File: src/trdf_pkg.sv
package trdf_pkg;

   localparam logic [7:0] ST_RELEASE = 8'h80;
   localparam logic [7:0] ST_ONE     = 8'h81;
   localparam logic [7:0] ST_TWO     = 8'h82;
   localparam logic [7:0] GS_OUT     = 8'h48;
   localparam logic [7:0] GS_IN      = 8'h49;
   localparam logic [7:0] LVL_TOUCH  = 8'hff;
   localparam logic [7:0] LVL_NONE   = 8'h00;

   localparam int COORD_W = 10;
   localparam int STEP_W  = 7;
   localparam int CSR_W   = 10;

   localparam logic CSR_MOVE_THRESHOLD = 1'b0;
   localparam logic CSR_PINCH_STEP     = 1'b1;

   localparam logic [COORD_W-1:0] THRESHOLD_RESET = 10'd1;
   localparam logic [STEP_W-1:0]  STEP_RESET      = 7'd10;

   typedef logic [COORD_W-1:0] coord_type;

   typedef struct packed {
      coord_type         move_threshold;
      logic [STEP_W-1:0] pinch_step;
   } cfg_type;

   typedef struct packed {
      logic [7:0] status_code;
      coord_type  first_x;
      coord_type  first_y;
      coord_type  second_x;
      coord_type  second_y;
      logic [7:0] gesture_code;
   } item_type;

   typedef struct packed {
      logic              report_kept;
      logic              first_valid;
      logic              second_valid;
      logic [7:0]        touch_level;
      coord_type         out_first_x;
      coord_type         out_first_y;
      coord_type         out_second_x;
      coord_type         out_second_y;
      logic signed [7:0] pinch_amount;
      logic              ack_needed;
   } result_type;

endpackage

File: src/trdf_channels.sv
interface trdf_req_if;
   logic                valid;
   logic                ready;
   logic [7:0]          status_code;
   trdf_pkg::coord_type first_x;
   trdf_pkg::coord_type first_y;
   trdf_pkg::coord_type second_x;
   trdf_pkg::coord_type second_y;
   logic [7:0]          gesture_code;

   modport source(output valid, status_code, first_x, first_y, second_x, second_y,
                  gesture_code, input ready);
   modport sink(input valid, status_code, first_x, first_y, second_x, second_y,
                gesture_code, output ready);
endinterface

interface trdf_rsp_if;
   logic                valid;
   logic                ready;
   logic                report_kept;
   logic                first_valid;
   logic                second_valid;
   logic [7:0]          touch_level;
   trdf_pkg::coord_type out_first_x;
   trdf_pkg::coord_type out_first_y;
   trdf_pkg::coord_type out_second_x;
   trdf_pkg::coord_type out_second_y;
   logic signed [7:0]   pinch_amount;
   logic                ack_needed;

   modport source(output valid, report_kept, first_valid, second_valid, touch_level,
                  out_first_x, out_first_y, out_second_x, out_second_y, pinch_amount,
                  ack_needed, input ready);
   modport sink(input valid, report_kept, first_valid, second_valid, touch_level,
                out_first_x, out_first_y, out_second_x, out_second_y, pinch_amount,
                ack_needed, output ready);
endinterface

File: src/trdf_csr.sv
module trdf_csr (
   input  logic                         clock,
   input  logic                         reset,
   input  logic                         csr_write_en,
   input  logic                         csr_index,
   input  logic [trdf_pkg::CSR_W-1:0]   csr_write_data,
   output trdf_pkg::cfg_type            cfg
);

   trdf_pkg::cfg_type cfg_ff;
   trdf_pkg::cfg_type cfg_in;

   always_comb begin
      cfg_in = cfg_ff;
      if (csr_write_en) begin
         unique case (csr_index)
            trdf_pkg::CSR_MOVE_THRESHOLD:
               cfg_in.move_threshold = csr_write_data[trdf_pkg::COORD_W-1:0];
            trdf_pkg::CSR_PINCH_STEP:
               cfg_in.pinch_step = csr_write_data[trdf_pkg::STEP_W-1:0];
            default: cfg_in = cfg_ff;
         endcase
      end
   end

   always_ff @(posedge clock) begin
      if (reset) begin
         cfg_ff.move_threshold <= trdf_pkg::THRESHOLD_RESET;
         cfg_ff.pinch_step     <= trdf_pkg::STEP_RESET;
      end else begin
         cfg_ff <= cfg_in;
      end
   end

   assign cfg = cfg_ff;

endmodule

File: src/trdf_filter.sv
module trdf_filter (
   input  logic                  clock,
   input  logic                  reset,
   input  trdf_pkg::cfg_type     cfg,
   input  trdf_pkg::item_type    item,
   input  logic                  advance,
   output trdf_pkg::result_type  result
);

   trdf_pkg::coord_type ref_horizontal_ff [2];
   trdf_pkg::coord_type ref_vertical_ff   [2];
   trdf_pkg::coord_type ref_horizontal_in [2];
   trdf_pkg::coord_type ref_vertical_in   [2];

   logic release_hit;
   logic two_hit;
   logic one_hit;
   logic still0;
   logic still1;
   logic kept;
   logic [trdf_pkg::STEP_W:0] step_ext;

   function automatic logic near(input trdf_pkg::coord_type a, input trdf_pkg::coord_type b,
                                 input trdf_pkg::coord_type thr);
      trdf_pkg::coord_type diff;
      diff = (a > b) ? (a - b) : (b - a);
      return diff < thr;
   endfunction

   assign release_hit = (item.status_code == trdf_pkg::ST_RELEASE);
   assign two_hit     = (item.status_code == trdf_pkg::ST_TWO);
   assign one_hit     = (item.status_code == trdf_pkg::ST_ONE);

   assign still0 = !release_hit
                   && near(ref_horizontal_ff[0], item.first_x, cfg.move_threshold)
                   && near(ref_vertical_ff[0], item.first_y, cfg.move_threshold);
   assign still1 = !two_hit
                   || (near(ref_horizontal_ff[1], item.second_x, cfg.move_threshold)
                       && near(ref_vertical_ff[1], item.second_y, cfg.move_threshold));
   assign kept = !(still0 && still1);

   always_comb begin
      ref_horizontal_in = ref_horizontal_ff;
      ref_vertical_in   = ref_vertical_ff;
      if (kept) begin
         ref_horizontal_in[0] = item.first_x;
         ref_vertical_in[0]   = item.first_y;
         if (two_hit) begin
            ref_horizontal_in[1] = item.second_x;
            ref_vertical_in[1]   = item.second_y;
         end
         if (release_hit) begin
            ref_horizontal_in[0] = '0;
            ref_vertical_in[0]   = '0;
            ref_horizontal_in[1] = '0;
            ref_vertical_in[1]   = '0;
         end
      end
   end

   always_ff @(posedge clock) begin
      if (reset) begin
         ref_horizontal_ff[0] <= '0;
         ref_horizontal_ff[1] <= '0;
         ref_vertical_ff[0]   <= '0;
         ref_vertical_ff[1]   <= '0;
      end else if (advance) begin
         ref_horizontal_ff <= ref_horizontal_in;
         ref_vertical_ff   <= ref_vertical_in;
      end
   end

   assign step_ext = {1'b0, cfg.pinch_step};

   always_comb begin
      result.report_kept  = kept;
      result.first_valid  = kept && ((one_hit && item.first_x == item.second_x
                                      && item.first_y == item.second_y)
                                     || two_hit || release_hit);
      result.second_valid = kept && two_hit;
      result.touch_level  = release_hit ? trdf_pkg::LVL_NONE : trdf_pkg::LVL_TOUCH;
      result.out_first_x  = item.first_x;
      result.out_first_y  = item.first_y;
      result.out_second_x = item.second_x;
      result.out_second_y = item.second_y;
      case (item.gesture_code)
         trdf_pkg::GS_OUT: result.pinch_amount = $signed(step_ext);
         trdf_pkg::GS_IN:  result.pinch_amount = -$signed(step_ext);
         default:          result.pinch_amount = '0;
      endcase
      result.ack_needed   = release_hit;
   end

endmodule

File: src/touch_report_dedup_filter.sv
// Touch report duplicate filter. Each item is latched into an input register,
// judged combinationally against the two stored finger references and placed
// in a result register; a new item is taken every cycle as long as the result
// side keeps up. The result is offered once the item has moved from the input
// register into the result register, which waits while an earlier result is
// still not taken. The references advance at the moment an item moves from
// the input register into the result register, so each item sees the
// references left by the one before it. Settings take effect on items that
// leave the input register after the write.
module touch_report_dedup_filter (
   input  logic                        clock,
   input  logic                        reset,
   trdf_req_if.sink                    req_chan,
   trdf_rsp_if.source                  rsp_chan,
   input  logic                        csr_write_en,
   input  logic                        csr_index,
   input  logic [trdf_pkg::CSR_W-1:0]  csr_write_data
);

   trdf_pkg::cfg_type    cfg;
   trdf_pkg::item_type   s1_item_ff;
   trdf_pkg::item_type   s1_item_in;
   logic                 s1_valid_ff;
   trdf_pkg::result_type result_comb;
   trdf_pkg::result_type out_ff;
   logic                 out_valid_ff;
   logic                 advance;
   logic                 accept;

   trdf_csr u_csr (
      .clock          (clock),
      .reset          (reset),
      .csr_write_en   (csr_write_en),
      .csr_index      (csr_index),
      .csr_write_data (csr_write_data),
      .cfg            (cfg)
   );

   trdf_filter u_filter (
      .clock   (clock),
      .reset   (reset),
      .cfg     (cfg),
      .item    (s1_item_ff),
      .advance (advance),
      .result  (result_comb)
   );

   assign advance        = s1_valid_ff && (!out_valid_ff || rsp_chan.ready);
   assign req_chan.ready = !s1_valid_ff || advance;
   assign accept         = req_chan.valid && req_chan.ready;

   assign s1_item_in.status_code  = req_chan.status_code;
   assign s1_item_in.first_x      = req_chan.first_x;
   assign s1_item_in.first_y      = req_chan.first_y;
   assign s1_item_in.second_x     = req_chan.second_x;
   assign s1_item_in.second_y     = req_chan.second_y;
   assign s1_item_in.gesture_code = req_chan.gesture_code;

   always_ff @(posedge clock) begin
      if (reset) begin
         s1_valid_ff  <= 1'b0;
         out_valid_ff <= 1'b0;
      end else begin
         if (req_chan.ready) begin
            s1_valid_ff <= accept;
         end
         if (advance) begin
            out_valid_ff <= 1'b1;
         end else if (rsp_chan.ready) begin
            out_valid_ff <= 1'b0;
         end
      end
   end

   always_ff @(posedge clock) begin
      if (accept) begin
         s1_item_ff <= s1_item_in;
      end
      if (advance) begin
         out_ff <= result_comb;
      end
   end

   assign rsp_chan.valid        = out_valid_ff;
   assign rsp_chan.report_kept  = out_ff.report_kept;
   assign rsp_chan.first_valid  = out_ff.first_valid;
   assign rsp_chan.second_valid = out_ff.second_valid;
   assign rsp_chan.touch_level  = out_ff.touch_level;
   assign rsp_chan.out_first_x  = out_ff.out_first_x;
   assign rsp_chan.out_first_y  = out_ff.out_first_y;
   assign rsp_chan.out_second_x = out_ff.out_second_x;
   assign rsp_chan.out_second_y = out_ff.out_second_y;
   assign rsp_chan.pinch_amount = out_ff.pinch_amount;
   assign rsp_chan.ack_needed   = out_ff.ack_needed;

   a_suppressed_no_contact: assert property (@(posedge clock) disable iff (reset)
      (out_valid_ff && !out_ff.report_kept) |-> (!out_ff.first_valid && !out_ff.second_valid))
      else $error("suppressed item reports a contact");

   a_release_kept: assert property (@(posedge clock) disable iff (reset)
      (out_valid_ff && out_ff.ack_needed) |-> (out_ff.report_kept
                                             && out_ff.touch_level == trdf_pkg::LVL_NONE))
      else $error("release item not kept at level zero");

   a_stall_holds_stage: assert property (@(posedge clock) disable iff (reset)
      (s1_valid_ff && !advance) |=> (s1_valid_ff && $stable(s1_item_ff)))
      else $error("stalled input stage lost its item");

   a_result_on_advance: assert property (@(posedge clock) disable iff (reset)
      advance |=> out_valid_ff)
      else $error("advanced item not offered");

endmodule

File: src/flat_wrapper.sv
// flat-port wrapper written by rule: the top's interface ports become plain ports
module touch_report_dedup_filter_flat 
  (clock, reset, csr_write_en, csr_index, csr_write_data, req_chan_valid, req_chan_status_code, req_chan_first_x, req_chan_first_y, req_chan_second_x, req_chan_second_y, req_chan_gesture_code, req_chan_ready, rsp_chan_valid, rsp_chan_report_kept, rsp_chan_first_valid, rsp_chan_second_valid, rsp_chan_touch_level, rsp_chan_out_first_x, rsp_chan_out_first_y, rsp_chan_out_second_x, rsp_chan_out_second_y, rsp_chan_pinch_amount, rsp_chan_ack_needed, rsp_chan_ready);
  trdf_req_if req_chan_i ();
  trdf_rsp_if rsp_chan_i ();
  input  logic clock;
  input  logic reset;
  input  logic csr_write_en;
  input  logic csr_index;
  input  logic [trdf_pkg::CSR_W-1:0] csr_write_data;
  input wire logic [$bits(req_chan_i.valid)-1:0] req_chan_valid;
  input wire logic [$bits(req_chan_i.status_code)-1:0] req_chan_status_code;
  input wire logic [$bits(req_chan_i.first_x)-1:0] req_chan_first_x;
  input wire logic [$bits(req_chan_i.first_y)-1:0] req_chan_first_y;
  input wire logic [$bits(req_chan_i.second_x)-1:0] req_chan_second_x;
  input wire logic [$bits(req_chan_i.second_y)-1:0] req_chan_second_y;
  input wire logic [$bits(req_chan_i.gesture_code)-1:0] req_chan_gesture_code;
  output wire logic [$bits(req_chan_i.ready)-1:0] req_chan_ready;
  output wire logic [$bits(rsp_chan_i.valid)-1:0] rsp_chan_valid;
  output wire logic [$bits(rsp_chan_i.report_kept)-1:0] rsp_chan_report_kept;
  output wire logic [$bits(rsp_chan_i.first_valid)-1:0] rsp_chan_first_valid;
  output wire logic [$bits(rsp_chan_i.second_valid)-1:0] rsp_chan_second_valid;
  output wire logic [$bits(rsp_chan_i.touch_level)-1:0] rsp_chan_touch_level;
  output wire logic [$bits(rsp_chan_i.out_first_x)-1:0] rsp_chan_out_first_x;
  output wire logic [$bits(rsp_chan_i.out_first_y)-1:0] rsp_chan_out_first_y;
  output wire logic [$bits(rsp_chan_i.out_second_x)-1:0] rsp_chan_out_second_x;
  output wire logic [$bits(rsp_chan_i.out_second_y)-1:0] rsp_chan_out_second_y;
  output wire logic [$bits(rsp_chan_i.pinch_amount)-1:0] rsp_chan_pinch_amount;
  output wire logic [$bits(rsp_chan_i.ack_needed)-1:0] rsp_chan_ack_needed;
  input wire logic [$bits(rsp_chan_i.ready)-1:0] rsp_chan_ready;
  assign req_chan_i.valid = req_chan_valid;
  assign req_chan_i.status_code = req_chan_status_code;
  assign req_chan_i.first_x = req_chan_first_x;
  assign req_chan_i.first_y = req_chan_first_y;
  assign req_chan_i.second_x = req_chan_second_x;
  assign req_chan_i.second_y = req_chan_second_y;
  assign req_chan_i.gesture_code = req_chan_gesture_code;
  assign req_chan_ready = req_chan_i.ready;
  assign rsp_chan_valid = rsp_chan_i.valid;
  assign rsp_chan_report_kept = rsp_chan_i.report_kept;
  assign rsp_chan_first_valid = rsp_chan_i.first_valid;
  assign rsp_chan_second_valid = rsp_chan_i.second_valid;
  assign rsp_chan_touch_level = rsp_chan_i.touch_level;
  assign rsp_chan_out_first_x = rsp_chan_i.out_first_x;
  assign rsp_chan_out_first_y = rsp_chan_i.out_first_y;
  assign rsp_chan_out_second_x = rsp_chan_i.out_second_x;
  assign rsp_chan_out_second_y = rsp_chan_i.out_second_y;
  assign rsp_chan_pinch_amount = rsp_chan_i.pinch_amount;
  assign rsp_chan_ack_needed = rsp_chan_i.ack_needed;
  assign rsp_chan_i.ready = rsp_chan_ready;
  touch_report_dedup_filter u_core (.clock(clock), .reset(reset), .req_chan(req_chan_i), .rsp_chan(rsp_chan_i), .csr_write_en(csr_write_en), .csr_index(csr_index), .csr_write_data(csr_write_data));
endmodule
File: config.mk
export PLATFORM = sky130hd
export DESIGN_NAME = touch_report_dedup_filter_flat
export DESIGN_NICKNAME = d
export VERILOG_FILES = /design/src/trdf_pkg.sv /design/src/trdf_channels.sv /design/src/trdf_csr.sv /design/src/trdf_filter.sv /design/src/touch_report_dedup_filter.sv /design/src/flat_wrapper.sv
export SDC_FILE = /design/constraint.sdc
export NUM_CORES = 1
export LEC_CHECK = 0
export ABC_AREA = 1
export BUFFER_PORTS_ARGS = -buffer_cell sky130_fd_sc_hd__buf_2
export CAP_MARGIN = 25
export CORE_MARGIN = 8
export CORE_UTILIZATION = 25
export CTS_BUF_LIST = sky130_fd_sc_hd__clkbuf_4 sky130_fd_sc_hd__clkbuf_8
export CTS_CLUSTER_DIAMETER = 60
export DETAILED_ROUTE_END_ITERATION = 12
export PLACE_DENSITY = 0.5
export RECOVER_POWER = 25
export SYNTH_ARGS = -nofsm -noshare
export SYNTH_HDL_FRONTEND = slang
export SYNTH_HIERARCHICAL = 1
export SYNTH_SLANG_ARGS = --single-unit
File: constraint.sdc
create_clock -name clock -period 6.3 [get_ports clock]
set_input_delay 0.945 -clock clock [delete_from_list [all_inputs] [get_ports clock]]
set_output_delay 0.945 -clock clock [all_outputs]
set_load 0.05 [all_outputs]
# [After elaboration in Yosys (flattened, before gate mapping)]
# Index checks and enable logic that the tools add are counted.
# W data, S select, Z words.
[word_totals] in_bits=72 output_inout_bits=62 register_bits=175 elab_cells=88
[op_classes] n_reduce_logical=26 n_addsub=9 bitwise=2 order_cmp=8 eq_ne=7 muxes=12
[ops] cell="$sub A10 B10 Y10" n=8
[ops] cell="$mux W10" n=6
[ops] cell="$gt A10 B10 Y1" n=4
[ops] cell="$lt A10 B10 Y1" n=4
[ops] cell="$mux W20" n=2
[ops] cell="$eq A8 B8 Y1 const B" n=3
[ops] cell="$eq A10 B10 Y1" n=2
[ops] cell="$eq A8 B7 Y1 const B" n=2
[ops] cell="$pmux W8 S2" n=1
[ops] cell="$logic_and A1 B1 Y1" n=10
[ops] cell="$mux W8" n=1
[ops] cell="$neg A7 Y8" n=1
[ops] cell="$reduce_and A2 Y1" n=3
[ops] cell="$logic_not A1 Y1" n=5
[ops] cell="$logic_or A1 B1 Y1" n=5
[ops] cell="$reduce_bool A2 Y1" n=2
[ops] cell="$reduce_and A3 Y1" n=1
[ops] cell="$mux W1" n=2
[ops] cell="$not A1 Y1" n=2

# [Logic depth before layout (Yosys ltp)]
# Gate-level depths: netlist (run 1).
[depth] word_depth=8 depth_mapped=31 depth_no_buf=30

# [Cells and area by module]
# Netlist (run 1), hierarchy kept.
[modules_own_cells] mod="trdf_filter" area_each_um2=7539.7 cells_per_inst=1263 instances=1
[modules_own_cells] mod="touch_report_dedup_filter" area_each_um2=3574.7 cells_per_inst=128 instances=1
[modules_own_cells] mod="trdf_csr" area_each_um2=666.9 cells_per_inst=94 instances=1

# [Worst setup path after synthesis (run 1)]
# No wires, ideal clock.
[synth_path] path_kind="input port to flip-flop" start="input rsp_chan_ready" end="register u_core/u_filter/ref_horizontal_ff[10] (netlist name)" slack_ns=1.409 path_stages=6 setup_ns=0.116 arrival_ns=4.775 cell_sequence="inv_1 > a21oi_1 > nand2_2 > buf_4 > o21ai_0 > nor2_1"
[synth_via] elab_chain_cells=3
[synth_lines] element="start: declaration" line="flat_wrapper.sv:30" source="input wire logic [$bits(rsp_chan_i.ready)-1:0] rsp_chan_ready;"
[synth_lines] element="$logic_or A1 B1 Y1" line="touch_report_dedup_filter.sv:48" source="assign advance = s1_valid_ff && (!out_valid_ff || rsp_chan.ready);"
[synth_lines] element="$logic_and A1 B1 Y1" line="touch_report_dedup_filter.sv:48"
[synth_lines] element="via u_core.advance" line="touch_report_dedup_filter.sv:27" source="logic advance;"
[synth_lines] element="$reduce_and A2 Y1 (no source line)"
[synth_lines] element="end signal: assignment" line="trdf_filter.sv:68" source="ref_horizontal_ff <= ref_horizontal_in;"
[synth_lines] element="end: declaration" line="trdf_filter.sv:10" source="trdf_pkg::coord_type ref_horizontal_ff [2];"
# The timed path passes the listed nets, and every way through them passes these cells.
# A chain may end at the register's enable or synchronous reset.

# [Worst setup path after layout (run 1)]
[layout_path] start="register u_core/s1_item_ff[39] (netlist name)" end="register u_core/u_filter/ref_vertical_ff[15] (netlist name)"
[layout_via] elab_chain_cells=8
[layout_lines] element="start: declaration" line="touch_report_dedup_filter.sv:21" source="trdf_pkg::item_type s1_item_ff;"
[layout_lines] element="start signal: assignment" line="touch_report_dedup_filter.sv:77" source="s1_item_ff <= s1_item_in;"
[layout_lines] element="$sub A10 B10 Y10 or $gt A10 B10 Y1 (tied branches)" line="trdf_filter.sv:26" source="diff = (a > b) ? (a - b) : (b - a);"
[layout_lines] element="$mux W10 (*)" line="trdf_filter.sv:26"
[layout_lines] element="$lt A10 B10 Y1 (*)" line="trdf_filter.sv:27" source="return diff < thr;"
[layout_lines] element="$logic_and A1 B1 Y1 (*)" line="trdf_filter.sv:35" source="&& near(ref_horizontal_ff[0], item.first_x, cfg.move_threshold)"
[layout_lines] element="$logic_and A1 B1 Y1 (*)" line="trdf_filter.sv:36" source="&& near(ref_vertical_ff[0], item.first_y, cfg.move_threshold);"
[layout_lines] element="$logic_and A1 B1 Y1 (*)" line="trdf_filter.sv:40" source="assign kept = !(still0 && still1);"
[layout_lines] element="$not A1 Y1 (no source line) (*)"
[layout_lines] element="$reduce_and A2 Y1 (no source line) (*)"
[layout_lines] element="end signal: assignment" line="trdf_filter.sv:69" source="ref_vertical_ff <= ref_vertical_in;"
[layout_lines] element="end: declaration" line="trdf_filter.sv:11" source="trdf_pkg::coord_type ref_vertical_ff [2];"
# Every way passes the cells marked *; elsewhere a longest branch is shown, timed or not.

==> results.py, run 1 <==
metrics = {
    "yosys": {
        "ys.flop_type": "edfxtp_1",
        "ys_ff_latch": 175,
        "yosys.area.top_type": "edfxtp_1",
        "syn_nets": 1678,
        "netlist_area_um2": 11800,
        "synthArstFlopShare_pct": 0,
        "synth_cell_types": 45,
        "syn_area_per_cell_um2": 7.93,
        "ys_seq_area_share_pct": 39.6,
        "synth-edff-count": 116,
        "synth_warnings": 6,
        "syn_inst": 1485,
        "synth_top_area_share_pct": 29.6,
        "synthTopCellsByArea": "edfxtp_1, ha_1, nand2_1",
    },
    "die": {
        "start_util_pct": 25.3,
        "core_area_um2": 46600,
        "fp-row-count": 79,
        "die_w_um": 233,
        "dieArea_um2": 54300,
        "die_y_um": 233,
        "num_io_pins": 134,
    },
    "sta": {
        "worst_slack_ps": 1310,
        "fmax_ghz": 0.200,
        "finalSetupViolCount": 0,
        "fin_crit_sh_pct": 79.2,
        "fin_crit_ps": 4990,
        "setup_tns_ps": 0,
        "relSlewSlack_pct": 44.2,
        "hold_viol": 0,
        "skew_ps": 17.8,
        "rsz0062_at_grt": "false",
        "drv_slew": 0,
        "tightestPinTransition_ps": 837,
    },
    "detailed_routing": {
        "dr.pass1.iters": 4,
        "viasPerCell": 4.28,
        "vias": 9335,
        "ant_nets": 0,
        "routedWlPerCell_um": 15.5,
        "wirelength_mm": 33.7,
        "route.detailed.drc": 0,
        "dr.first_iter.drc_count": 533,
    },
    "cts": {
        "cts_root_buffer": "clkbuf_8",
        "cts_hold_buf": 0,
        "clock_sinks": 175,
        "cts_resized": 0,
        "post_cts_buffers": 0,
        "cts_max_path_buffers": 2,
        "cts_tree": "done",
        "cts_buffers": 17,
        "cts_htree_levels": 4,
        "clk_pin_slew_ps": 100,
        "clock_latency_ps": 540,
    },
    "run_status": {
        "status": "finished, final reports clean",
    },
    "grt": {
        "grt_pass1_vias": 9275,
        "grt_util_all_layers_pct": 12.6,
        "grt_pass1_wl_mm": 51.8,
        "grt_max_degree": 54,
        "grt.overflow.total": 0,
        "antenna_found_initial": 0,
    },
    "power_and_ir_drop": {
        "power_switching_w": 0.00122,
        "leakagePower_nw": 6.23,
        "powerDensity_nw_per_um2": 244,
        "p_clk_share_pct": 24.3,
        "seqPwrFrac_pct": 43.0,
        "ir_worst_vdd_uv": 174,
        "p_int_w": 0.00196,
        "swShare_pct": 38.4,
        "finalPower_w": 0.00318,
        "p_comb_share_pct": 32.7,
    },
    "setup_path": {
        "r2r_start": "u_core/s1_item_ff[39]",
        "path_delay_family": "simple AND/OR/NAND/NOR gates",
        "crit_arrival_ps": 5460,
        "crit_slowest_cell": "edfxtp_1",
        "critPathRequiredTime_ps": 6770,
        "critPathBufInv": 4,
        "cpMostUsedCell": "nand2_1",
        "cp_max_fo": 24,
        "max_stage_delay_ps": 580,
        "ff2ff_setup_slack_ps": 1310,
        "r2r-end": "u_core/u_filter/ref_vertical_ff[15]",
        "ff2ff_path_depth": 27,
        "path_class": "flop to flop",
        "endpoint_kind": "flop",
        "start_kind": "flop",
    },
    "hold_path": {
        "hp-start": "u_core/u_csr/cfg[12]",
        "whs_path_depth": 2,
        "whs_endpoint": "u_core/u_csr/cfg[12]",
        "worstHoldPathType": "flop to flop",
    },
    "place": {
        "pre_cts_slack_ps": 1320,
        "port_buffers": 133,
        "gp_congestion": 0.895,
        "dp_hpwl_mm": 25.8,
    },
    "final_layout": {
        "diodes": 0,
        "nFillCells": 5047,
        "syn2layout_area_growth_pct": 10.9,
        "final_util_pct": 28.1,
        "drive_above_1_share_pct": 13.8,
        "nets": 1754,
    },
    "flow_run": {
        "drv_cap": 0,
    },
}
[through the flow]
stage,cells,cell area [µm²],hold WS (ps)
4_1_cts,2181,13100,471
3_5_place_dp,2149,12700,476
3_3_place_gp,2149,12700,467
6_report,2181,13100,491
2_1_floorplan,1485,11800,455
5_1_grt,2181,13100,503
[power groups by stage]
stage | Clock (W) | Combinational [W] | Sequential [W]
finish | 0.000774 | 0.00104 | 0.00137
global route | 0.000866 | 0.00119 | 0.00138
CTS | 0.000837 | 0.00105 | 0.00137
detailed placement | 0 | 0.00104 | 0.00140
global placement | 0 | 0.00104 | 0.00140
floorplan | 0 | 0.000762 | 0.00143
[state kept, by name, summed over array words and instances (netlist names)]
| signal | cells |
|---|---|
| u_core/u_filter/ref_horizontal_ff | 20 |
| u_core/s1_item_ff | 56 |
| u_core/rsp_chan.out_first_x | 10 |
| u_core/rsp_chan.out_second_y | 10 |
| u_core/rsp_chan.out_first_y | 10 |
| u_core/rsp_chan.touch_level | 8 |
| u_core/rsp_chan.out_second_x | 10 |
| u_core/u_filter/ref_vertical_ff | 20 |
| u_core/rsp_chan.second_valid | 1 |
| u_core/s1_valid_ff | 1 |
| u_core/u_csr/cfg | 17 |
| u_core/rsp_chan.first_valid | 1 |
| u_core/rsp_chan.ack_needed | 1 |
| u_core/rsp_chan.valid | 1 |
| u_core/rsp_chan.pinch_amount | 8 |
| u_core/rsp_chan.report_kept | 1 |
[kinds of logic (layout without fill, tap and decap cells)]
group                    after synthesis  in the layout  share of synthesized area, %
AO/OA/AOI/OAI                        183            183                          8.76
XOR/XNOR                              50             50                          3.72
adder cells (fa/ha/maj)              121            121                          13.4
buffers and inverters                351            440                          13.3
flip-flops                           175            175                          39.6
AND/OR/NAND/NOR                      605            605                          21.2
[worst max path at each step]
stage,startpoint,to,cells past startpoint
2_1_floorplan,rsp_chan_ready,u_core/u_filter/ref_horizontal_ff[10],6
3_3_place_gp,u_core/s1_item_ff[39],u_core/u_filter/ref_vertical_ff[1],27
3_5_place_dp,u_core/s1_item_ff[39],u_core/u_filter/ref_vertical_ff[15],27
4_1_cts,u_core/s1_item_ff[39],u_core/u_filter/ref_vertical_ff[15],27
5_1_grt,u_core/s1_item_ff[39],u_core/u_filter/ref_vertical_ff[12],27
6_report,u_core/s1_item_ff[39],u_core/u_filter/ref_vertical_ff[15],27
[synthesized netlist by cell type, types with 2 or more instances]
master,instances
o22ai_1,7
xnor2_1,9
o21ai_1,12
buf_4,56
o21a_1,3
nor3_1,5
or2_2,3
o21ai_2,3
o2111ai_1,2
inv_2,17
nand3b_1,3
buf_2,14
inv_1,250
and2_1,2
nand2_2,7
a21boi_0,5
nor2_1,165
nand4_1,29
clkbuf_1,7
o21ai_0,62
edfxtp_1,116
buf_1,2
nand3_1,52
o21bai_1,4
dfxtp_1,59
a21o_1,8
ha_1,113
xor2_1,41
o211ai_1,3
a21oi_2,4
buf_6,3
nand2_1,327
nor2_2,7
a21oi_1,64
nand3_2,2
a31oi_1,3
fa_1,8
[layer usage]
metal / global-route usage (%) / part of all wire [%] / vias to the layer above
met3: 3.34 / 4.7 / 41
li1: - / - / 4827
met1: 15.8 / 47 / 4283
met4: 4.93 / 2.5 / 0
met2: 20.4 / 46 / 184
met5: 0 / 0 / -
[worst min-delay path: stages, from the launching register on]
cell and delay (ps):
dfxtp_1 340, nor2_1 50, nor2_1 80
[cells in the final DEF (no fill, tap or decap), types with 29 or more instances in the layout]
cell	instances
xor2_1	41
edfxtp_1	116
inv_1	249
dfxtp_1	59
nand3_1	52
nor2_1	165
nand4_1	29
o21ai_0	62
ha_1	113
nand2_1	327
buf_2	130
a21oi_1	63
[cell type report]
cell class / count / area, µm² / share of cell area, %
tap: 607 / 759 / 5.81
timing repair buffer: 140 / 711 / 5.44
clock buffer: 20 / 263 / 2.01
clock inverter: 12 / 103 / 0.785
multi-input combinational: 959 / 5560 / 42.5
sequential: 175 / 4660 / 35.7
inverter: 268 / 1010 / 7.71
Note: power is estimated with default switching activity, not from simulation.
==> run 2: changes to the inputs <==
Clock period 6.3 ns to 5.1 ns, I/O delays scaled along.
==> results.py, run 2 (synthesis results as in run 1) <==
metrics = {
    "detailed_routing": {
        "vias": 9603,
        "wirelength_mm": 34.6,
        "ant_nets": 0,
        "routedWlPerCell_um": 15.8,
        "route.detailed.drc": 0,
        "viasPerCell": 4.38,
        "dr.pass1.iters": 5,
        "dr.first_iter.drc_count": 591,
    },
    "cts": {
        "cts_buffers": 17,
        "clock_sinks": 175,
        "cts_root_buffer": "clkbuf_8",
        "cts_tree": "done",
        "clk_pin_slew_ps": 100,
        "clock_latency_ps": 540,
        "cts_hold_buf": 0,
        "post_cts_buffers": 0,
        "cts_htree_levels": 4,
        "cts_resized": 0,
        "cts_max_path_buffers": 2,
    },
    "final_layout": {
        "diodes": 0,
        "top_register": "u_core/s1_item_ff",
        "mostFrequentLayoutCell": "nand2_1",
        "drive_above_1_share_pct": 13.9,
        "largest_registers": "u_core/s1_item_ff: 56 flops, u_core/u_filter/ref_horizontal_ff: 20 flops, u_core/u_filter/ref_vertical_ff: 20 flops",
        "syn2layout_area_growth_pct": 12.1,
        "layout_common_cells": "nand2_1, inv_1, nor2_1, buf_2, edfxtp_1",
        "nets": 1766,
        "regArea_um2": 4660,
        "fin_cells": 2193,
        "multi_input_area_um2": 5550,
        "nFillCells": 5037,
        "largest_register_ff_count": 56,
    },
    "sta": {
        "setup_tns_ps": 0,
        "finalSetupViolCount": 0,
        "hold_viol": 0,
        "tightestPinTransition_ps": 915,
        "skew_ps": 16.6,
        "fmax_ghz": 0.235,
        "fin_crit_ps": 4260,
        "drv_slew": 0,
        "worst_hold_slack_ps": 393,
        "worst_slack_ps": 840,
        "fin_crit_sh_pct": 83.5,
        "relSlewSlack_pct": 39.0,
        "rsz0062_at_grt": "false",
    },
    "run_status": {
        "status": "finished, final reports clean",
    },
    "grt": {
        "grt_util_all_layers_pct": 12.9,
        "grt_pass1_wl_mm": 53.2,
        "antenna_found_initial": 1,
        "grt_pass1_vias": 9266,
        "grt.overflow.total": 0,
        "grt_max_degree": 59,
    },
    "power_and_ir_drop": {
        "leakagePower_nw": 6.30,
        "finalPower_w": 0.00411,
        "powerDensity_nw_per_um2": 311,
        "ir_worst_vdd_uv": 179,
    },
    "place": {
        "dp_cells": 2161,
        "port_buffers": 133,
        "gp_congestion": 0.895,
        "dp_hpwl_mm": 26.8,
        "pre_cts_slack_ps": 840,
    },
    "flow_run": {
        "drv_cap": 0,
    },
    "setup_path": {
        "path_class": "flop to flop",
        "cpMostUsedCell": "nand2_1",
        "crit_arrival_ps": 4690,
        "max_stage_delay_ps": 580,
        "cp_max_fo": 13,
        "ff2ff_setup_slack_ps": 840,
        "start_kind": "flop",
        "critPathRequiredTime_ps": 5530,
        "endpoint_kind": "flop",
        "crit_slowest_cell": "edfxtp_1",
    },
    "die": {
        "num_io_pins": 134,
        "core_area_um2": 46600,
        "fp-row-count": 79,
        "start_util_pct": 25.3,
        "die_w_um": 233,
        "die_y_um": 233,
        "dieArea_um2": 54300,
    },
    "hold_path": {
        "worstHoldPathType": "input port to flop",
    },
}
## run 2: cell count changes in the layout (fill, tap and decap cells not counted), moves of 3 or more
| cell | change |
|---|---|
| buf_4 | +9 |
| clkbuf_1 | +8 |
| buf_2 | -5 |
| inv_8 | +4 |
| bufinv_16 | +3 |
| clkinv_4 | -3 |
## run 2: worst max-delay path: cells and delay by family (launching register included)
kind                     cells  cell delay [ps]
flip-flops                   1              580
adder cells (fa/ha/maj)      2              740
buffers and inverters        6              880
AO/OA/AOI/OAI                1              130
AND/OR/NAND/NOR             20             1800
## run 2: report_power, final
| part | leakage [nW] | switching (W) | internal [W] |
|---|---|---|---|
| combinational | 4.48 | 0.000867 | 0.000464 |
| clock | 0.221 | 0.000590 | 0.000510 |
| sequential | 1.59 | 0.0000744 | 0.00161 |
## run 2: path summary, 6_finish.rpt
check / start / endpoint / cells after the start
max reg2reg: u_core/s1_item_ff[39] / u_core/u_filter/ref_horizontal_ff[5] / 29
min: req_chan_gesture_code[4] / u_core/s1_item_ff[4] / 1
min reg2reg: u_core/u_csr/cfg[9] / u_core/u_csr/cfg[9] / 2
max: u_core/s1_item_ff[39] / u_core/u_filter/ref_horizontal_ff[5] / 29
## run 2: layer usage
metal | GRT usage, % | vias up | wire [µm]
li1 | - | 4836 | -
met1 | 16.5 | 4481 | 16100
met4 | 5.06 | 0 | 787
met3 | 2.84 | 38 | 1650
met5 | 0 | - | 0
met2 | 20.9 | 248 | 16000
## run 2: per-stage QoR
stage	instance area, µm²	utilization [%]
finish	13200	28.4
global route	13200	28.4
CTS	13200	28.4
detailed placement	12800	27.5
global placement	12800	27.5
floorplan	11800	-
## run 2: final cells by class
class / instances / area share, %
clock buffer: 18 / 1.83
timing repair buffer: 152 / 5.93
inverter: 268 / 7.63
clock inverter: 14 / 1.50
sequential: 175 / 35.3
tap: 607 / 5.75
multi-input combinational: 959 / 42.0
==> run 3: changes to the inputs <==
Settings changed: ABC_AREA 1 to 0.
Clock period 5.1 ns to 4.3 ns, I/O delays scaled along.
==> results.py, run 3 <==
metrics = {
    "run_status": {
        "status": "finished, violations left",
        "violations": "setup timing",
    },
    "setup_path": {
        "start_kind": "flop",
        "r2r-end": "u_core/u_filter/ref_vertical_ff[2]",
        "path_class": "flop to flop",
        "path_cells": "ha_2, inv_2, fa_2, a211oi_1, o211a_1, or4_4, nand2_2, mux2_2, ha_1, a21boi_0, o311ai_2, a21oi_2, a2111oi_4, buf_4, nand2_4, a311oi_4, buf_6, a22o_1",
        "crit_slowest_cell": "or4_4",
        "cp_max_fo": 7,
        "ff2ff_path_depth": 18,
        "r2r_start": "u_core/s1_item_ff[28]",
        "critPathRequiredTime_ps": 4740,
        "endpoint_kind": "flop",
        "ff2ff_setup_slack_ps": -310,
        "max_stage_delay_ps": 580,
        "crit_arrival_ps": 5050,
    },
    "yosys": {
        "syn_inst": 1049,
        "yosys.area.top_type": "edfxtp_1",
        "ys.flop_type": "edfxtp_1",
        "syn_area_per_cell_um2": 10.4,
        "synth_warnings": 6,
        "synthTopCellsByCount": "inv_1, edfxtp_1, ha_1",
        "synth-edff-count": 116,
        "netlist_area_um2": 10900,
        "ys_ff_latch": 175,
        "synth_cell_types": 76,
        "synth_top_area_share_pct": 32.0,
        "ys_seq_area_share_pct": 42.9,
        "syn_nets": 1242,
        "synthTopCellsByArea": "edfxtp_1, ha_1, dfxtp_1",
        "synth_most_common_cell": "inv_1",
        "synthArstFlopShare_pct": 0,
    },
    "detailed_routing": {
        "viasPerCell": 4.55,
        "routedWlPerCell_um": 17.9,
        "dr.first_iter.drc_count": 454,
        "ant_nets": 0,
        "dr.pass1.iters": 5,
        "route.detailed.drc": 0,
        "vias": 8468,
        "wirelength_mm": 33.3,
    },
    "hold_path": {
        "hp-start": "req_chan_first_x[9]",
        "whs_path_depth": 1,
        "whs_endpoint": "u_core/s1_item_ff[47]",
        "worstHoldPathType": "input port to flop",
    },
    "grt": {
        "antenna_found_initial": 1,
        "grt_pass1_vias": 8639,
        "grt_pass1_wl_mm": 49.3,
        "grt_max_degree": 57,
        "grt.overflow.total": 0,
        "grt_util_all_layers_pct": 12.7,
    },
    "final_layout": {
        "largest_register_ff_count": 56,
        "largest_registers": "u_core/s1_item_ff: 56 flops, u_core/u_filter/ref_horizontal_ff: 20 flops, u_core/u_filter/ref_vertical_ff: 20 flops",
        "fin_cells": 1863,
        "nets": 1458,
        "syn2layout_area_growth_pct": 25.7,
        "mostFrequentLayoutCell": "buf_2",
        "top_register": "u_core/s1_item_ff",
        "drive_above_1_share_pct": 29.1,
        "diodes": 0,
        "nFillCells": 4595,
        "final_util_pct": 31.8,
        "layout_common_cells": "buf_2, edfxtp_1, inv_1, buf_4, ha_1",
        "fin_area_um2": 13700,
    },
    "place": {
        "gp_congestion": 0.896,
        "dp_hpwl_mm": 24.9,
        "dp_cells": 1820,
        "port_buffers": 133,
        "post_dp_cell_area_um2": 12800,
    },
    "die": {
        "die_y_um": 225,
        "die_w_um": 225,
        "start_util_pct": 25.3,
        "core_area_um2": 43000,
        "num_io_pins": 134,
        "fp-row-count": 76,
        "dieArea_um2": 50500,
    },
    "cts": {
        "cts_buffers": 17,
        "cts_max_path_buffers": 2,
        "cts_tree": "done",
        "clock_sinks": 175,
        "cts_htree_levels": 4,
        "cts_root_buffer": "clkbuf_8",
        "clock_latency_ps": 510,
        "clk_pin_slew_ps": 100,
    },
    "sta": {
        "tightestPinTransition_ps": 915,
        "fmax_ghz": 0.217,
        "worst_slack_ps": -307,
        "drv_slew": 0,
        "skew_ps": 23.8,
        "setup_tns_ps": -10240,
        "relSlewSlack_pct": 39.0,
        "fin_crit_ps": 4610,
        "rsz0062_at_grt": "true",
        "fin_crit_sh_pct": 107,
        "hold_viol": 0,
        "finalSetupViolCount": 42,
        "worst_hold_slack_ps": 309,
    },
    "power_and_ir_drop": {
        "ir_worst_vdd_uv": 195,
        "leakagePower_nw": 5.57,
        "powerDensity_nw_per_um2": 324,
    },
    "flow_run": {
        "drv_cap": 0,
    },
}
## run 3: changes by cell type after synthesis, moves of 20 or more
| cell | before | now |
|---|---|---|
| inv_1 | 250 | 119 |
| a22o_1 | 0 | 20 |
| mux2i_1 | 0 | 26 |
| o31ai_1 | 0 | 23 |
| nor2_1 | 165 | 33 |
| nand2_1 | 327 | 36 |
| o21ai_0 | 62 | 36 |
| nand4_1 | 29 | 8 |
| nor3_1 | 5 | 36 |
| nand2b_1 | 0 | 21 |
## run 3: routing by layer
layer  wire (µm)  vias up  share of wire, %  GRT usage, %
met5           0        -                 0             0
met2       16000      142                48          21.1
met1       15700     4139                47          16.4
li1            -     4149                 -             -
met4         841        0               2.5          5.23
met3         852       38               2.6          1.80
## run 3: per-stage QoR
stage               worst slack [ps]  total power, W
detailed placement              -458         0.00312
CTS                             -333         0.00436
floorplan                       12.1         0.00271
global placement                -425         0.00311
global route                    -468         0.00467
finish                          -307         0.00444
## run 3: final cells by class
type	instances	area (µm²)	share of cell area, %
clock inverters	14	140	1.02
inverters	119	454	3.32
multi-input cells	673	5640	41.2
well taps	585	732	5.35
repair buffers	279	1810	13.2
clock buffers	18	241	1.76
flip-flops and latches	175	4670	34.1
## run 3: kinds of logic (layout without fill, tap and decap cells)
logic type	Yosys count	count (layout)	synth area share, %
AO/OA/AOI/OAI	231	231	14.5
XOR/XNOR	55	55	4.43
adder cells (fa/ha/maj)	121	121	14.5
buffers and inverters	201	430	8.99
flip-flops	175	175	42.9
multiplexers	31	31	2.91
AND/OR/NAND/NOR	235	235	11.8
## run 3: worst max-delay path by stage
stage | slack (ps) | end | cells after the start | start
2_1_floorplan | 10 | u_core/rsp_chan.report_kept | 18 | u_core/s1_item_ff[38]
3_3_place_gp | -430 | u_core/u_filter/ref_vertical_ff[4] | 18 | u_core/s1_item_ff[28]
3_5_place_dp | -460 | u_core/u_filter/ref_vertical_ff[8] | 21 | u_core/s1_item_ff[28]
4_1_cts | -330 | u_core/u_filter/ref_vertical_ff[0] | 20 | u_core/s1_item_ff[38]
5_1_grt | -470 | u_core/u_filter/ref_vertical_ff[0] | 20 | u_core/s1_item_ff[38]
6_report | -310 | u_core/u_filter/ref_vertical_ff[2] | 18 | u_core/s1_item_ff[28]
## run 3: where the power goes
group | total, W | leakage (nW) | internal [W] | switching (W)
clock | 0.00117 | 0.189 | 0.000519 | 0.000651
combinational | 0.00134 | 3.82 | 0.000573 | 0.000769
sequential | 0.00193 | 1.56 | 0.00188 | 0.0000444
total | 0.00444 | 5.57 | 0.00297 | 0.00146
## run 3: what timing repair did
action	in CTS	in global routing
buffers inserted	5	2
gates cloned	1	5
pin swaps	10	21
endpoints found under the setup margin	43	43
hold buffers	0	0
resized for setup	20	77
## run 3: worst max-delay path, delay by kind of cell (launching register included)
kind,cells,cell delay (ps)
adders and majority gates,3,660
buffers and inverters,3,440
and+or+nand+nor,3,800
AOI/OAI and AO/OA,8,1880
muxes,1,360
DFF,1,410
